`src/rtl/projectile_intercept_aim_defines.svh`:
```
// assertion macros for the projectile intercept aim block
`ifndef PROJECTILE_INTERCEPT_AIM_DEFINES_SVH
`define PROJECTILE_INTERCEPT_AIM_DEFINES_SVH
`ifndef SYNTH
`define PIA_ASSERT_IMPL(lbl, pre, post, msg) \
	lbl: assert property (@(posedge clk) disable iff (!arst_n) (pre) |-> (post)) else $error(msg);
`define PIA_ASSERT_NEXT(lbl, pre, post, msg) \
	lbl: assert property (@(posedge clk) disable iff (!arst_n) (pre) |=> (post)) else $error(msg);
`else
`define PIA_ASSERT_IMPL(lbl, pre, post, msg)
`define PIA_ASSERT_NEXT(lbl, pre, post, msg)
`endif
`endif

```
`src/rtl/pia_div.sv`:
```
// pipelined restoring divider, one quotient bit per stage
module pia_div #(
	parameter int NW = 8,
	parameter int DW = 8,
	parameter int QW = 8,
	parameter int SW = 1
) (
	input  logic          clk,
	input  logic          arst_n,
	input  logic          en,
	input  logic          in_valid,
	input  logic [NW-1:0] num,
	input  logic [DW-1:0] den,
	input  logic [SW-1:0] in_sb,
	output logic          out_valid,
	output logic [QW-1:0] quo,
	output logic [SW-1:0] out_sb
);
	localparam int WW = (NW > DW + QW) ? NW : DW + QW;

	logic [WW-1:0] rem_s [QW+1];
	logic [DW-1:0] den_s [QW+1];
	logic [QW-1:0] quo_s [QW+1];
	logic [SW-1:0] sb_s [QW+1];
	logic          v_s [QW+1];

	assign rem_s[0] = WW'(num);
	assign den_s[0] = den;
	assign quo_s[0] = '0;
	assign sb_s[0] = in_sb;
	assign v_s[0] = in_valid;

	for (genvar k = 1; k <= QW; k++) begin : g_stage
		localparam int B = QW - k;
		logic [WW-1:0] trial;
		assign trial = WW'(den_s[k-1]) << B;

		always_ff @(posedge clk or negedge arst_n) begin
			if (!arst_n) begin
				v_s[k] <= 1'b0;
			end else if (en) begin
				v_s[k] <= v_s[k-1];
			end
		end

		always_ff @(posedge clk) begin
			if (en) begin
				sb_s[k] <= sb_s[k-1];
				den_s[k] <= den_s[k-1];
				if (rem_s[k-1] >= trial) begin
					rem_s[k] <= rem_s[k-1] - trial;
					quo_s[k] <= quo_s[k-1] | (QW'(1) << B);
				end else begin
					rem_s[k] <= rem_s[k-1];
					quo_s[k] <= quo_s[k-1];
				end
			end
		end
	end

	assign out_valid = v_s[QW];
	assign quo = quo_s[QW];
	assign out_sb = sb_s[QW];
endmodule

```
`config.mk`:
```
export PLATFORM = sky130hd
export DESIGN_NAME = pia_div
export DESIGN_NICKNAME = d
export VERILOG_FILES = /design/src/rtl/projectile_intercept_aim_defines.svh /design/src/rtl/pia_div.sv
export SDC_FILE = /design/constraint.sdc
export NUM_CORES = 1
export LEC_CHECK = 0
export BUFFER_PORTS_ARGS = -buffer_cell sky130_fd_sc_hd__buf_2
export CAP_MARGIN = 20
export CORE_UTILIZATION = 50
export CTS_BUF_LIST = sky130_fd_sc_hd__clkbuf_8
export DETAILED_ROUTE_END_ITERATION = 10
export HOLD_SLACK_MARGIN = 0.15
export PLACE_DENSITY = 0.73
export SETUP_SLACK_MARGIN = 0.2
export SLEW_MARGIN = 20
export SYNTH_ARGS = -nofsm -noshare
export SYNTH_HDL_FRONTEND = slang
export SYNTH_SLANG_ARGS = --single-unit
export TNS_END_PERCENT = 30
```
`constraint.sdc`:
```
create_clock -name clk -period 3.9 [get_ports clk]
set_clock_uncertainty 0.2 [all_clocks]
set_input_delay 0.195 -clock clk [delete_from_list [all_inputs] [get_ports clk]]
set_output_delay 0.195 -clock clk [all_outputs]
set_load 0.1 [all_outputs]
```
# ---- After elaboration in Yosys (flattened, before gate mapping)
# Index checks and enable logic that the tools add are counted.
dict set report totals {
  word_cells 69
  input_bits 21
  reg_bits 248
}
dict set report op_classes {
  magnitude_cmp 8
  mux 8
  n_addsub 7
}
# op n
set op_table {}
lappend op_table {{16-bit 2-to-1 mux} 6}
lappend op_table {{16-bit by 10-bit >= comparator with 1-bit output} 1}
lappend op_table {{16-bit by 11-bit >= comparator with 1-bit output} 1}
lappend op_table {{16-bit by 12-bit >= comparator with 1-bit output} 1}
lappend op_table {{16-bit by 13-bit >= comparator with 1-bit output} 1}
lappend op_table {{16-bit by 14-bit >= comparator with 1-bit output} 1}
lappend op_table {{16-bit by 8-bit >= comparator with 1-bit output} 1}
lappend op_table {{16-bit by 9-bit >= comparator with 1-bit output} 1}
lappend op_table {{8-bit 2-to-1 mux} 2}
lappend op_table {{16-bit by 10-bit subtractor with 16-bit output} 1}
lappend op_table {{16-bit by 11-bit subtractor with 16-bit output} 1}
lappend op_table {{16-bit by 12-bit subtractor with 16-bit output} 1}
lappend op_table {{16-bit by 13-bit subtractor with 16-bit output} 1}
lappend op_table {{16-bit by 14-bit subtractor with 16-bit output} 1}
lappend op_table {{16-bit by 9-bit subtractor with 16-bit output} 1}
lappend op_table {{8-bit by 15-bit subtractor with 16-bit output} 1}
lappend op_table {{8-bit by 15-bit >= comparator with 1-bit output} 1}

# ---- Longest topological paths before layout
dict set report depth {
  ltp_word 2
  mapped_depth 11
}

# ---- Worst setup path after synthesis
# Ideal clock, no wire load.
dict set report synth_timing {
  path_kind {flip-flop to flip-flop}
  startpoint {reg den_s[24] (netlist name)}
  endpoint {reg rem_s[45] (netlist name), data pin}
  setup_slack_ps 1271
  n_path_buf 0
  path_stages_with_launch 9
  t_arrival_ps 2149
  setup_ps 279
  path_cell_list {edfxtp_1 ha_1 fa_1 nand2b_1 a21oi_1 a31oi_1 and3_1 a2111oi_0 xor2_1}
}
dict set report synth_between {
  elab_chain_len 2
}
# item line
set synth_rtl {}
lappend synth_rtl {{from (decl)} pia_div.sv:22} ;# logic [DW-1:0] den_s [QW+1];
lappend synth_rtl {{from (signal, indexed assignment)} pia_div.sv:49} ;# den_s[k] <= den_s[k-1];
lappend synth_rtl {{16-bit by 10-bit subtractor with 16-bit output / 16-bit by 10-bit >= comparator with 1-bit output (equally long branches)} {pia_div.sv:51, pia_div.sv:50}}
lappend synth_rtl {{16-bit 2-to-1 mux *} pia_div.sv:50} ;# if (rem_s[k-1] >= trial) begin
lappend synth_rtl {{to (signal, indexed assignment)} pia_div.sv:51} ;# rem_s[k] <= rem_s[k-1] - trial;
lappend synth_rtl {{to (signal, indexed assignment)} pia_div.sv:54} ;# rem_s[k] <= rem_s[k-1];
lappend synth_rtl {{to (decl)} pia_div.sv:21} ;# logic [WW-1:0] rem_s [QW+1];
# Mark *: on every way between the ends. The rest lies on a longest branch, timed or not.
# A chain may end at the register's enable or synchronous reset.

# ---- Worst setup path in the final report
dict set report layout_timing {
  startpoint {reg rem_s[37] (netlist name)}
  endpoint {reg rem_s[29] (netlist name), data pin}
}
dict set report layout_between {
  elab_chain_len 2
}
# item line
set layout_rtl {}
lappend layout_rtl {{16-bit by 9-bit subtractor with 16-bit output / 16-bit by 9-bit >= comparator with 1-bit output (equally long branches)} {pia_div.sv:51, pia_div.sv:50}}
lappend layout_rtl {{16-bit 2-to-1 mux *} pia_div.sv:50}
# Marked as above.

==> results.yml <==
synth:
  synthSimpleGateAreaFrac_pct: 9.773
  synth_area_per_cell_um2: 13.27
  synth.net_count: 880
  synth.distinct_cells: 62
  synth_compound_area_share_pct: 9.465
  ys.flop_type: "edfxtp_1"
  synthXorXnorAreaFrac_pct: 3.736
  ys_warn_count: 0
  ys_seq_area_share_pct: 62.25
  netlist_instances: 795
  muxShareOfSynthArea_pct: 2.977
  ys_async_sr_fraction_pct: 3.636
  ys_ff_latch: 220
  synthAdderAreaFrac_pct: 8.018
  synth_top_family_by_area: "simple AND/OR/NAND/NOR gates"
  synth_edf_count: 212
  syn-cell-area_mm2: 0.01055
power:
  p_int_mw: 4.752
  ir_worst_vdd_mv: 0.2859
  p_leak_nw: 4.607
  comb_power_share_pct: 22.5
  power.share.clock_pct: 28.2
  power_switching_mw: 1.856
  power_frac_seq_pct: 49.2
  p_sw_share_pct: 28.09
  power_density_mw_per_mm2: 555.9
route:
  drt_iter0_markers: 347
  via_per_inst: 5.360
  firstDrtPassIters: 6
  wl_per_cell_um: 14.71
  wl_um: 17180
  drc: 0
  vias: 6261
  antenna_left: 0
timing:
  clock.fmax_mhz: 308.5
  setup_viol_count_final: 0
  min_period_ps: 3241
  period_share_pct: 83.11
  worst_pin_slew_ps: 929.2
  maxSlewHeadroom_pct: 37.86
  drv_slew: 0
  finalHoldViolations: 0
  rsz0062_at_grt: "false"
  fin_setup_tns_ps: 0
cells_and_area:
  syn_to_final_growth_pct: 12.68
  final_common_cell: "edfxtp_1"
  layout_common_cells: "edfxtp_1 (212), inv_1 (92), ha_1 (58)"
  nets: 958
  diodes: 0
  utilization_pct: 58.18
  drive_gt1_share_pct: 12.69
die:
  dieHeight_um: 147.3
  ios: 31
  start_util_pct: 51.64
  core_mm2: 0.02043
  rows: 52
  die_x_um: 147.3
  die_area_mm2: 0.02168
place:
  gp_congestion: 0.9051
  dp_hpwl_um: 11620
  port_buffers: 30
global_routing:
  grt_use_total_pct: 16.66
  grt-busiest-layer: "met2"
  overflow: 0
  use_met3_pct: 3.354
  grt_pass1_wl_um: 28890
  grt_pass1_vias: 6437
  antenna_found_initial: 0
  grt_max_degree: 89
  grt.met1_usage_pct: 17.31
  grtUsageMet2_pct: 31.01
worst_hold_path:
  min_path_type: "input port to register"
  holdPathStages: 2
clocking:
  cts_tree: "done"
  clockRootBuffer: "clkbuf_8"
  clkTransAtPathRegs_ps: 60
  max-clock-path-buffers: 3
  cts_max_level: 2
  cts_sinks: 220
  worstSkewPairLatency_ps: 520
  cts_made_buffers: 38
critical_path:
  cpMaxStageDelayCell: "a31oi_2"
  critical_path_class: "register to register"
  start_kind: "register"
  r2r_cells: 6
  arrival_ps: 3290
  endpoint_kind: "register"
  slowest_delay_ps: 790
  cp_max_fo: 16
  crit_chain: "ha_1 > inv_1 > or4_1 > a31oi_2 > nor4b_1 > xor2_1"
  crit_required_ps: 3950
run_status:
  status: "finished, final reports clean"
flow_run:
  cap_violations: 0
-- final cells by class --
type / instances / area, um2
clock inverter: 21 / 81.33
clock buffer: 44 / 605.6
tap: 270 / 337.8
timing repair buffer: 56 / 419.2
fill: 1662 / 8543
inverter: 78 / 292.8
sequential: 220 / 6566
multi-input combinational: 479 / 3583
-- kinds of logic (layout without fill, tap and decap cells) --
kind of cell / after synthesis / count (layout)
AOI/OAI and AO/OA: 152 / 152
muxes: 27 / 27
adders and majority gates: 64 / 64
DFF: 220 / 220
xor gates and xnor gates: 45 / 45
and+or+nand+nor: 191 / 191
buffers and inverters: 96 / 199
-- synth_stat cells, types with 4 or more instances --
cell type | number | area [um2]
a211oi_1 | 9 | 67.56
a21o_1 | 10 | 75.07
a21oi_1 | 38 | 190.2
and3b_1 | 4 | 35.03
buf_4 | 8 | 60.06
clkbuf_1 | 8 | 30.03
dfrtp_1 | 8 | 200.2
edfxtp_1 | 212 | 6366
fa_1 | 6 | 120.1
ha_1 | 58 | 725.7
inv_1 | 78 | 292.8
mux2_2 | 19 | 214.0
mux2_4 | 4 | 60.06
mux2i_1 | 4 | 40.04
nand2_1 | 36 | 135.1
nand2b_1 | 12 | 75.07
nand3_1 | 5 | 25.02
nand4_1 | 6 | 37.54
nand4b_1 | 4 | 35.03
nor2_1 | 49 | 183.9
nor2b_1 | 10 | 62.56
nor3_1 | 23 | 115.1
nor4_1 | 12 | 75.07
nor4b_1 | 5 | 43.79
o21a_1 | 16 | 120.1
o21ai_0 | 35 | 175.2
o31a_1 | 5 | 43.79
o31ai_1 | 12 | 90.09
or3_1 | 4 | 25.02
or4_1 | 4 | 30.03
xnor2_1 | 21 | 183.9
xor2_1 | 24 | 210.2
-- metal layers --
metal,vias to the layer above,part of all wire [%]
met5,-,0
met4,0,4.1
met2,140,54
met1,2948,39
li1,3121,-
met3,52,3.7
-- sequential cells by signal (all words and copies together) (netlist names) --
name / flops
rem_s: 112
den_s: 56
out_valid: 1
quo_s: 28
v_s: 7
sb_s: 7
quo: 8
out_sb: 1
-- through the flow --
stage / power (mW) / hold WS (ps) / cell area, um2 / setup WS, ps / std cells
6_report: 6.608 / 192.5 / 11890 / 658.5 / 1168
5_1_grt: 6.990 / 180.6 / 11890 / 516.1 / 1168
4_1_cts: 6.669 / 157.5 / 11890 / 703.1 / 1168
2_1_floorplan: 4.413 / -300.6 / 10550 / 1271 / 795
3_3_place_gp: 4.708 / -158.5 / 10990 / 827.2 / 1082
3_5_place_dp: 4.765 / -153.3 / 10990 / 708.2 / 1082
-- worst max-delay path, delay by kind of cell, from the launching register on --
| kind | cells | cell delay, ps |
|---|---|---|
| AO/OA/AOI/OAI | 1 | 790 |
| XOR/XNOR | 1 | 120 |
| adder cells (fa/ha/maj) | 1 | 390 |
| buffers and inverters | 1 | 60 |
| flip-flops | 1 | 410 |
| AND/OR/NAND/NOR | 2 | 990 |
-- worst paths after layout --
path	start	end	slack, ps
hold / removal	in_sb	sb_s[7]$_DFFE_PP_	190
setup / recovery	rem_s[37]$_DFFE_PP_	rem_s[29]$_DFFE_PP_	660
setup reg to reg	rem_s[37]$_DFFE_PP_	rem_s[29]$_DFFE_PP_	660
hold reg to reg	quo_s[28]$_DFFE_PP_	quo_s[20]$_DFFE_PP_	210
min in group asynchronous	arst_n	out_valid$_DFFE_PN0P_	440
max in group asynchronous	arst_n	v_s[7]$_DFFE_PN0P_	2790
-- power by group through the flow --
stage               registers [mW]  logic (mW)  clock network (mW)
floorplan                     3.27        1.14                   0
global placement              3.29        1.42                   0
detailed placement            3.30        1.46                   0
CTS                           3.26        1.49                1.93
global route                  3.30        1.67                2.03
finish                        3.25        1.49                1.86
-- repair_timing --
item	in CTS	in global routing
setup buffers	0	0
endpoints found under the hold margin	71	0
hold buffers	21	0
gates resized for setup	0	0
Power figures use the tool's default switching activity.
