===== src/rtl/projectile_intercept_aim_defines.svh =====
// assertion macros for the projectile intercept aim block
`ifndef PROJECTILE_INTERCEPT_AIM_DEFINES_SVH
`define PROJECTILE_INTERCEPT_AIM_DEFINES_SVH
`ifndef SYNTH
`define PIA_ASSERT_IMPL(lbl, pre, post, msg) \
	lbl: assert property (@(posedge clk) disable iff (!arst_n) (pre) |-> (post)) else $error(msg);
`define PIA_ASSERT_NEXT(lbl, pre, post, msg) \
	lbl: assert property (@(posedge clk) disable iff (!arst_n) (pre) |=> (post)) else $error(msg);
`else
`define PIA_ASSERT_IMPL(lbl, pre, post, msg)
`define PIA_ASSERT_NEXT(lbl, pre, post, msg)
`endif
`endif


===== src/rtl/pia_isqrt.sv =====
// pipelined floor square root, one root bit per stage
module pia_isqrt #(
	parameter int QW = 8,
	parameter int SW = 1
) (
	input  logic                clk,
	input  logic                arst_n,
	input  logic                en,
	input  logic                in_valid,
	input  logic [QW-1:0]       rad,
	input  logic [SW-1:0]       in_sb,
	output logic                out_valid,
	output logic [QW/2-1:0]     root,
	output logic [SW-1:0]       out_sb
);
	localparam int RW = QW / 2;

	logic [QW-1:0] rem_s [RW+1];
	logic [RW-1:0] root_s [RW+1];
	logic [SW-1:0] sb_s [RW+1];
	logic          v_s [RW+1];

	assign rem_s[0] = rad;
	assign root_s[0] = '0;
	assign sb_s[0] = in_sb;
	assign v_s[0] = in_valid;

	for (genvar k = 1; k <= RW; k++) begin : g_stage
		localparam int B = RW - k;
		logic [QW:0] trial;
		assign trial = ((QW+1)'(root_s[k-1]) << (B + 1)) | ((QW+1)'(1) << (2 * B));

		always_ff @(posedge clk or negedge arst_n) begin
			if (!arst_n) begin
				v_s[k] <= 1'b0;
			end else if (en) begin
				v_s[k] <= v_s[k-1];
			end
		end

		always_ff @(posedge clk) begin
			if (en) begin
				sb_s[k] <= sb_s[k-1];
				if ({1'b0, rem_s[k-1]} >= trial) begin
					rem_s[k] <= rem_s[k-1] - QW'(trial);
					root_s[k] <= root_s[k-1] | (RW'(1) << B);
				end else begin
					rem_s[k] <= rem_s[k-1];
					root_s[k] <= root_s[k-1];
				end
			end
		end
	end

	assign out_valid = v_s[RW];
	assign root = root_s[RW];
	assign out_sb = sb_s[RW];
endmodule


===== config.mk =====
export PLATFORM = sky130hd
export DESIGN_NAME = pia_isqrt
export DESIGN_NICKNAME = d
export VERILOG_FILES = /design/src/rtl/projectile_intercept_aim_defines.svh /design/src/rtl/pia_isqrt.sv
export SDC_FILE = /design/constraint.sdc
export NUM_CORES = 1
export LEC_CHECK = 0
export ABC_CLOCK_PERIOD_IN_PS = 2400
export BUFFER_PORTS_ARGS = -buffer_cell sky130_fd_sc_hd__buf_2
export CAP_MARGIN = 20
export CORE_UTILIZATION = 57
export CTS_BUF_LIST = sky130_fd_sc_hd__clkbuf_16
export DETAILED_ROUTE_END_ITERATION = 16
export PLACE_DENSITY = 0.84
export REMOVE_ABC_BUFFERS = 1
export SETUP_SLACK_MARGIN = 0.3
export SYNTH_ARGS = -nofsm -noshare
export SYNTH_HDL_FRONTEND = slang
export SYNTH_SLANG_ARGS = --single-unit
export TNS_END_PERCENT = 50

===== constraint.sdc =====
create_clock -name clk -period 2.4 [get_ports clk]
set_input_delay 0.48 -clock clk [delete_from_list [all_inputs] [get_ports clk]]
set_output_delay 0.48 -clock clk [all_outputs]
set_load 0.03 [all_outputs]

After elaboration in Yosys (flattened, before gate mapping):

Index checks and enable logic that the tools add are counted.

* $add $sub $neg: 3
* $mul: 0
* divide/modulo/power cells: 0
* order comparisons: 4
* equality and inequality tests: 0
* shifts and indexed selects: 0
* muxes and demuxes: 4
* bitwise operators: 0
* reductions and logical operators: 0

Operators with widths (count)
* $mux W8: 3
* $ge A8 B5 Y1: 1
* $ge A8 B6 Y1: 1
* $ge A8 B7 Y1: 1
* $ge A8 B7 Y1 const B: 1
* $sub A8 B6 Y8: 1
* $sub A8 B7 Y8: 1
* $sub A8 B7 Y8 const B: 1
* $mux W4: 1

* flip-flop bits (word level): 48
* latch bits: 0
* RAM bits: 0
* memory bits (read-only): 0
* bits of input ports: 13
* output and inout port bits: 6
* word-level logic and storage cells: 29
* memories kept: 0

Longest topological paths before layout:

Gate-level depths: netlist of run 1.

* word-level depth: 2
* depth in mapped cells: 7
* mapped depth without buffers: 6

Worst setup path after synthesis of run 1:

No wires, ideal clock.

* path type: register -> register
* from: register rem_s[21] in the netlist's numbering
* to: register rem_s[12] in the netlist's numbering, data pin
* library setup time: 0.260 ns
* data arrival time: 1.496 ns
* data required time: 2.140 ns
* slack: 0.645 ns
* stages on the path, launching flop included: 5
* period minus slack after synthesis: 1.755 ns
* path through: edfxtp_1 ha_1 a41oi_1 nand3_2 mux2_2

* cells in the longest elaborated chain, start to end: 2

RTL lines
* from (decl): RTL line pia_isqrt.sv:18 `logic [QW-1:0] rem_s [RW+1];`
* from (signal, indexed assignment): RTL line pia_isqrt.sv:45 `rem_s[k] <= rem_s[k-1] - QW'(trial);`
* from (signal, indexed assignment): RTL line pia_isqrt.sv:48 `rem_s[k] <= rem_s[k-1];`
* $ge A8 B6 Y1: RTL line pia_isqrt.sv:44 `if ({1'b0, rem_s[k-1]} >= trial) begin`
* $mux W8: RTL line pia_isqrt.sv:44

Every way passes these cells.
A chain may end at the register's enable or synchronous reset.

Final worst setup path of run 1:

Ends and elaborated chain as after synthesis.

==> results.ini, run 1 <==
[global_routing]
grt_max_degree = 20
overflow = 0
grt_pass1_wl_um = 3860
track_usage = 0.166
grt_pass1_vias = 986
antenna_found_initial = 0

[placed_design]
dp_hpwl_um = 1720
place_area_um2 = 1950
gp_congestion = 0.817
io_buffers = 18
pre_cts_ws_ns = 0.446

[layout]
diodes = 0
final_nets = 165
final_util = 0.702
postLayoutCellArea_um2 = 2130
ff_latch_area_um2 = 1240
num-fill-cells = 224
syn2layout_area_growth_pct = 18.1
drive_gt1_frac = 0.280
multi_input_area_um2 = 503

[clock_network]
cts.path.max_buffers = 2
cts_tree = done
clock-root-buffer = clkbuf_16
postCtsSetupRepairBufs = 0
htreeDepth = 2
clk_pin_slew_ns = 0.06
clock_sinks = 42
cts_buffers = 5
clock_latency_ns = 0.28

[synth]
synth_area_leader_cell = edfxtp_1
synthDistinctLibCells = 30
ys_ff_latch = 42
ys_top_cells_by_count = edfxtp_1, inv_1, ha_1
synth-seq-area-share = 0.689
synth_top_area_share = 0.634
synth-edff-count = 38
yosys_most_used_dff = edfxtp_1
synthCells = 115
avgSynthCellArea_um2 = 15.7
synth_area_um2 = 1800
synth_area_leaders = edfxtp_1, ha_1, dfrtp_1
yosysWarningCount = 0
async_flop_share = 0.0952
yosysMostFrequentCell = edfxtp_1

[routing]
drt_iter0_drc = 15
vias = 953
wl_per_cell_um = 13.0
antenna_left = 0
drt_wl_total_um = 2430
drc = 0
drt-pass1-iter-count = 3
viasPerCell = 5.10

[timing]
setup_ws_ns = 0.418
tightest_slew_ns = 0.423
max-slew-margin-rel = 0.718
hold_ws_ns = 0.370
fin_skew_ns = 0.00426
finalHoldViolations = 0
period_share = 0.826
setup_viol = 0
slew_violations = 0
rsz0062_at_grt = no
period_needed_ns = 1.98
final.setup.tns_ns = 0
clock.fmax_mhz = 505

[power]
ir_drop_mv = 0.546
p_per_area_nw_per_um2 = 893
leakagePower_nw = 0.854

[hold_path]
hp-class = input pin to register

[status]
status = complete, no violations

[floorplanning]
ios = 19
initial_core_util = 0.595
fp.dieH_um = 58.2
die_area_um2 = 3390
die_w_um = 58.2
rows = 20
core_area_um2 = 3030

[critical_path]
crit_arrival_ns = 2.01
startpoint_type = register
crit_chain = ha_1 -> a41oi_1 -> nand3_2 -> mux2_2
critPathMaxFanout = 5
critPathSlowestCell = edfxtp_1
required_ns = 2.43
end_kind = register
cpPeakStageDelay_ns = 0.40
crit_type = register to register

[run]
drv_cap = 0

## cells by family (layout without fill, tap and decap cells)
logic type,count (synthesis),count (layout),share of synthesized area
DFF,42,42,0.689
and+or+nand+nor,22,22,0.0744
AOI/OAI and AO/OA,13,13,0.0480
buffers and inverters,13,41,0.0313
adders and majority gates,10,10,0.0695
muxes,10,10,0.0632
xor gates and xnor gates,5,5,0.0243
## through the flow
step                      cells  power [mW]
after floorplan             114        1.10
after global placement      178        1.16
after detailed placement    178        1.18
after CTS                   187        1.92
after global routing        187        1.97
final                       187        1.90
## sequential cells by signal, summed over array words and instances (netlist names)
name and flops:
g_stage.trial 6, out_valid 1, v_s 3, rem_s 24, sb_s 3, root 4, out_sb 1
## layout make-up
cell class                 count  share of cell area
tap                           44              0.0259
clock buffer                   5              0.0589
timing repair buffer          21              0.0541
multi-input combinational     60               0.237
inverter                      12              0.0212
sequential                    42               0.584
clock inverter                 3              0.0194
## worst max-delay path, delay by kind of cell, from the launching register on
| family | cells | cell delay, ns |
|---|---|---|
| compound gates | 1 | 0.40 |
| fa+ha+maj | 1 | 0.38 |
| flops | 1 | 0.40 |
| mux | 1 | 0.33 |
| simple gates | 1 | 0.21 |
## timing repair
item                                    CTS  global route
hold buffers                              1             0
gates resized for setup                   0             0
endpoints found under the setup margin    0             0
endpoints found under the hold margin     4             0
## metal layers
layer / vias up / GRT usage / share of wire
met5: - / 0 / 0
met4: 0 / 0.119 / 0.040
met3: 11 / 0.0826 / 0.040
met2: 26 / 0.292 / 0.53
met1: 444 / 0.142 / 0.39
li1: 472 / - / -
## worst paths after layout
kind,end,cells after the start,slack [ns],start
max in group asynchronous,out_valid$_DFFE_PN0P_,2,1.75,arst_n
hold / removal,sb_s[3]$_DFFE_PP_,1,0.37,in_sb
hold reg to reg,sb_s[2]$_DFFE_PP_,0,0.43,sb_s[3]$_DFFE_PP_
setup / recovery,rem_s[12]$_DFFE_PP_,4,0.42,rem_s[21]$_DFFE_PP_
min in group asynchronous,v_s[2]$_DFFE_PN0P_,2,0.53,arst_n
setup reg to reg,rem_s[12]$_DFFE_PP_,4,0.42,rem_s[21]$_DFFE_PP_
## report_power, final
| part | leakage (nW) | internal (mW) | total (mW) | switching (mW) |
|---|---|---|---|---|
| registers | 0.415 | 0.892 | 0.926 | 0.0340 |
| logic | 0.358 | 0.113 | 0.238 | 0.125 |
| clock network | 0.0812 | 0.486 | 0.735 | 0.249 |
## layout by cell type (no fill, tap or decap), types with 2 or more instances in the layout
cell / Yosys / routed
clkbuf_16: 0 / 5
mux2_2: 7 / 7
o21a_1: 3 / 3
buf_2: 0 / 18
mux2i_1: 2 / 2
inv_1: 12 / 13
o21ai_0: 5 / 5
nand2_1: 6 / 6
ha_1: 10 / 10
buf_4: 0 / 2
nor2_1: 4 / 4
edfxtp_1: 38 / 38
xnor2_1: 5 / 5
dfrtp_1: 4 / 4
Power figures use the tool's default switching activity.
==> run 2, diff against run 1 <==
ABC_CLOCK_PERIOD_IN_PS = 1700   (was 2400)
CORE_UTILIZATION = 51   (was 57)
PLACE_DENSITY = 0.79   (was 0.84)
clock period = 1.7 ns   (was 2.4 ns; I/O delays follow)
==> results.ini, run 2 (synthesis results as in run 1) <==
[status]
status = complete, but fails checks
violations = setup timing

[critical_path]
reg2reg_slack_ns = -0.05  ; -0.46 ns
worst_path_dominant_cell_family = flip-flops
end_kind = register
critPathMaxFanout = 3  ; -2
rr_worst_depth = 6  ; +2
cp_num_buf_inv = 1  ; +1
cpPeakStageDelay_ns = 0.40  ; about the same
path_depth = 6  ; +2
crit_type = register to register
startpoint_type = register
required_ns = 1.73  ; -0.70 ns
critPathSlowestCell = edfxtp_1
crit_chain = inv_2 -> ha_4 -> and2b_1 -> o21ai_2 -> nand3_2 -> mux2_2
crit_arrival_ns = 1.78  ; -0.23 ns

[floorplanning]
core_area_um2 = 3360  ; +11%
die_w_um = 61.4  ; +5.5%
fp.dieH_um = 61.4  ; +5.5%
rows = 21  ; +5.0%
die_area_um2 = 3770  ; +11%
ios = 19  ; unchanged
initial_core_util = 0.535  ; -0.0593

[clock_network]
clock_latency_ns = 0.28  ; about the same
cts.path.max_buffers = 2  ; unchanged
cts_buffers = 5  ; unchanged
clock-root-buffer = clkbuf_16
htreeDepth = 2  ; unchanged
clk_pin_slew_ns = 0.06  ; about the same
clock_sinks = 42  ; unchanged
cts_tree = done

[global_routing]
grt_pass1_vias = 1067  ; +8.2%
grt_max_degree = 18  ; -10%
grt_pass1_wl_um = 4520  ; +17%
overflow = 0  ; unchanged
antenna_found_initial = 0  ; unchanged
track_usage = 0.176  ; +0.0102

[placed_design]
io_buffers = 18  ; unchanged
gp_congestion = 0.854  ; +4.5%
dp_hpwl_um = 1940  ; +13%

[layout]
drive_gt1_frac = 0.475  ; +0.195
diodes = 0  ; unchanged
largest-register = rem_s
final_common_cell = edfxtp_1
layout_common_cells = edfxtp_1, buf_2, buf_4
final_nets = 182  ; +10%
syn2layout_area_growth_pct = 34.4
largest_register_ffs = 24  ; unchanged

[routing]
vias = 1067  ; +12%
antenna_left = 0  ; unchanged
drt_iter0_drc = 59  ; +44
drc = 0  ; unchanged
wl_per_cell_um = 14.6  ; +13%
viasPerCell = 5.18  ; +1.6%
drt_wl_total_um = 3010  ; +24%
drt-pass1-iter-count = 4  ; +1

[power]
leakagePower_nw = 0.964  ; +13%
power.total_mw = 2.85  ; +50%
p_per_area_nw_per_um2 = 1180  ; +32%
ir_drop_mv = 0.806  ; +48%

[timing]
tightest_slew_ns = 0.373  ; -0.0502 ns
fin_skew_ns = 0.00189  ; -0.00237 ns
max-slew-margin-rel = 0.751  ; +0.0335
setup_viol = 5  ; +5
finalHoldViolations = 0  ; unchanged
setup_ws_ns = -0.0462  ; -0.464 ns
clock.fmax_mhz = 573  ; +14%
period_needed_ns = 1.75  ; -0.236 ns
period_share = 1.03  ; +0.201
slew_violations = 0  ; unchanged
rsz0062_at_grt = yes
hold_ws_ns = 0.228  ; -0.142 ns

[run]
drv_cap = 0  ; unchanged

[hold_path]
min_path_cells = 1  ; unchanged
hp-class = input pin to register

-- run 2: changes by cell type in the layout (fill, tap and decap cells not counted), sizes merged --
| cell | delta |
|---|---|
| buf | +17 |
-- run 2: final timing paths --
kind / startpoint / endpoint
hold / removal: in_sb / sb_s[3]$_DFFE_PP_
min in group asynchronous: arst_n / out_valid$_DFFE_PN0P_
max in group asynchronous: arst_n / v_s[1]$_DFFE_PN0P_
setup / recovery: g_stage[3].trial[4]$_SDFFCE_PN1P_ / rem_s[13]$_DFFE_PP_
hold reg to reg: sb_s[2]$_DFFE_PP_ / sb_s[1]$_DFFE_PP_
setup reg to reg: g_stage[3].trial[4]$_SDFFCE_PN1P_ / rem_s[13]$_DFFE_PP_
-- run 2: where the power goes --
group          switching, mW  internal (mW)  total [mW]
combinational          0.222          0.263       0.484
clock                  0.364          0.686        1.05
sequential            0.0600           1.26        1.32
total                  0.645           2.21        2.85
-- run 2: worst register-to-register path: stages, from the launching register on --
cell and delay, ns:
edfxtp_1 0.40, inv_2 0.09, ha_4 0.21, and2b_1 0.16, o21ai_2 0.19, nand3_2 0.15, mux2_2 0.30
-- run 2: metal layers --
| layer | wire length, µm | GRT usage | up-vias |
|---|---|---|---|
| li1 | - | - | 508 |
| met1 | 1070 | 0.169 | 526 |
| met2 | 1770 | 0.334 | 26 |
| met3 | 112 | 0.0504 | 7 |
| met4 | 65 | 0.0984 | 0 |
| met5 | 0 | 0 | - |
-- run 2: what timing repair did --
| item | in CTS | in global routing |
|---|---|---|
| buffers inserted | 1 | 5 |
| endpoints found under the setup margin | 13 | 13 |
| endpoints found under the hold margin | 4 | 0 |
| pin swaps | 14 | 13 |
| resized for setup | 25 | 7 |
| hold buffers | 1 | 0 |
-- run 2: final cells by class --
cell class / count / area (µm²)
clock inverter: 3 / 41.3
timing repair buffer: 38 / 270
clock buffer: 5 / 125
multi-input combinational: 60 / 639
sequential: 42 / 1240
fill: 223 / 943
inverter: 12 / 45.0
tap: 46 / 57.6
-- run 2: stage by stage --
stage | util | instances | setup TNS, ns | worst slack, ns | area (µm²)
6_report | 0.719 | 206 | -0.153 | -0.0462 | 2420
5_1_grt | 0.719 | 206 | -0.697 | -0.132 | 2420
4_1_cts | 0.694 | 201 | -0.238 | -0.0600 | 2330
3_5_place_dp | 0.609 | 191 | -0.471 | -0.101 | 2050
3_3_place_gp | 0.609 | 191 | -0.0235 | -0.0126 | 2050
2_1_floorplan | - | 114 | -0.111 | -0.0554 | 1790
==> run 3, diff against run 2 <==
PLACE_DENSITY = 0.8   (was 0.79)
==> results.ini, run 3 (synthesis results as in run 1) <==
[critical_path]
cpPeakStageDelay_ns = 0.43  ; +0.03 ns
startpoint_type = register
end_kind = register
critPathSlowestCell = edfxtp_1
crit_type = register to register
critPathMaxFanout = 3  ; unchanged
crit_chain = ha_4 -> and2b_1 -> o21ai_2 -> nand3_2 -> mux2_2
crit_arrival_ns = 1.76  ; -0.02 ns
required_ns = 1.73  ; about the same

[floorplanning]
rows = 21  ; unchanged
fp.dieH_um = 61.4  ; unchanged
ios = 19  ; unchanged
core_area_um2 = 3360  ; unchanged
initial_core_util = 0.535  ; unchanged
die_w_um = 61.4  ; unchanged
die_area_um2 = 3770  ; unchanged

[placed_design]
place_area_um2 = 2050  ; unchanged
pre_cts_ws_ns = -0.0863  ; +0.0151 ns
gp_congestion = 0.834  ; -2.3%
dp_hpwl_um = 1950  ; +0.67%
io_buffers = 18  ; unchanged

[global_routing]
track_usage = 0.179  ; +0.00273
overflow = 0  ; unchanged
grt_pass1_vias = 1027  ; -3.7%
antenna_found_initial = 0  ; unchanged
grt_max_degree = 20  ; +2
grt_pass1_wl_um = 4510  ; -0.31%

[layout]
largest_register_ffs = 24  ; unchanged
largest-register = rem_s
layout_common_cells = edfxtp_1, buf_2, buf_4
num-fill-cells = 230  ; +3.1%
syn2layout_area_growth_pct = 30.3
postLayoutCellArea_um2 = 2350  ; -3.1%
drive_gt1_frac = 0.465  ; -0.0100
diodes = 0  ; unchanged
final_common_cell = edfxtp_1
final_nets = 179  ; -1.6%

[clock_network]
clock_sinks = 42  ; unchanged
clock-root-buffer = clkbuf_16
cts_tree = done
htreeDepth = 2  ; unchanged
cts.path.max_buffers = 2  ; unchanged
cts_buffers = 5  ; unchanged
clk_pin_slew_ns = 0.06  ; about the same
clock_latency_ns = 0.28  ; about the same

[timing]
period_share = 1.02  ; -0.00916
slew_violations = 0  ; unchanged
setup_ws_ns = -0.0306  ; +0.0156 ns
finalHoldViolations = 0  ; unchanged
clock.fmax_mhz = 578  ; +0.90%
rsz0062_at_grt = yes
fin_skew_ns = 0.00224  ; +0.000349 ns
period_needed_ns = 1.73  ; -0.0156 ns
max-slew-margin-rel = 0.767  ; +0.0152
setup_viol = 4  ; -1
tightest_slew_ns = 0.350  ; -0.0228 ns

[routing]
drc = 0  ; unchanged
antenna_left = 0  ; unchanged
drt_wl_total_um = 2840  ; -5.5%
drt_iter0_drc = 26  ; -56%
vias = 1039  ; -2.6%
wl_per_cell_um = 14.0  ; -4.2%
viasPerCell = 5.12  ; -1.2%
drt-pass1-iter-count = 4  ; unchanged

[status]
status = complete, but fails checks
violations = setup timing

[power]
p_per_area_nw_per_um2 = 1140  ; -3.2%
leakagePower_nw = 0.924  ; -4.2%
ir_drop_mv = 0.593  ; -26%

[hold_path]
hp-class = input pin to register

[run]
drv_cap = 0  ; unchanged

-- run 3: layout make-up --
class                      instances  area (µm²)  share of cell area
sequential                        42        1240               0.529
multi-input combinational         60         624               0.266
timing repair buffer              35         236               0.101
clock buffer                       5         125              0.0533
tap                               46        57.6              0.0245
inverter                          12        45.0              0.0192
clock inverter                     3        16.3             0.00693
-- run 3: what timing repair did --
item                                    CTS  global route
gates cloned                              0             0
resized for setup                        22             6
hold endpoints to repair                  4             0
setup buffers                             1             2
endpoints found under the setup margin   13            13
pin swaps                                 9             7
hold buffers                              1             0
-- run 3: per-stage QoR --
stage          power [mW]  hold slack [ns]  cells   util  setup TNS [ns]
2_1_floorplan        1.56           0.0444    114      -          -0.111
3_5_place_dp         1.71            0.149    191  0.609          -0.443
4_1_cts              2.67            0.222    201  0.687         -0.0992
5_1_grt              2.79            0.218    203  0.698          -0.545
6_report             2.68            0.230    203  0.698          -0.102
3_3_place_gp         1.68            0.143    191  0.609         -0.0212
-- run 3: report_power, final --
part / total (mW) / switching [mW] / internal (mW)
registers: 1.32 / 0.0577 / 1.26
clock network: 0.902 / 0.367 / 0.535
logic: 0.460 / 0.214 / 0.246
total: 2.68 / 0.638 / 2.04
-- run 3: layer usage --
layer	vias up	track usage	wire [µm]
met1	504	0.179	1090
met4	0	0.0952	77
met2	28	0.320	1570
li1	499	-	-
met3	8	0.0693	114
met5	-	0	0
-- run 3: worst max-delay path: cells and delay by family (launching register included) --
family                     cells  cell delay [ns]
DFF                            1             0.43
muxes                          1             0.29
and+or+nand+nor                2             0.28
adders and majority gates      1             0.27
AOI/OAI and AO/OA              1             0.19
-- run 3: final timing paths --
path	slack, ns	startpoint	cells after the start	end
worst max-delay path	-0.03	rem_s[20]$_DFFE_PP_	5	rem_s[13]$_DFFE_PP_
worst min-delay path	0.23	rad[4]	1	rem_s[28]$_DFFE_PP_
worst max register to register	-0.03	rem_s[20]$_DFFE_PP_	5	rem_s[13]$_DFFE_PP_
worst min register to register	0.42	sb_s[2]$_DFFE_PP_	0	sb_s[1]$_DFFE_PP_
max in group asynchronous	1.20	arst_n	2	out_valid$_DFFE_PN0P_
min in group asynchronous	0.39	arst_n	2	v_s[2]$_DFFE_PN0P_
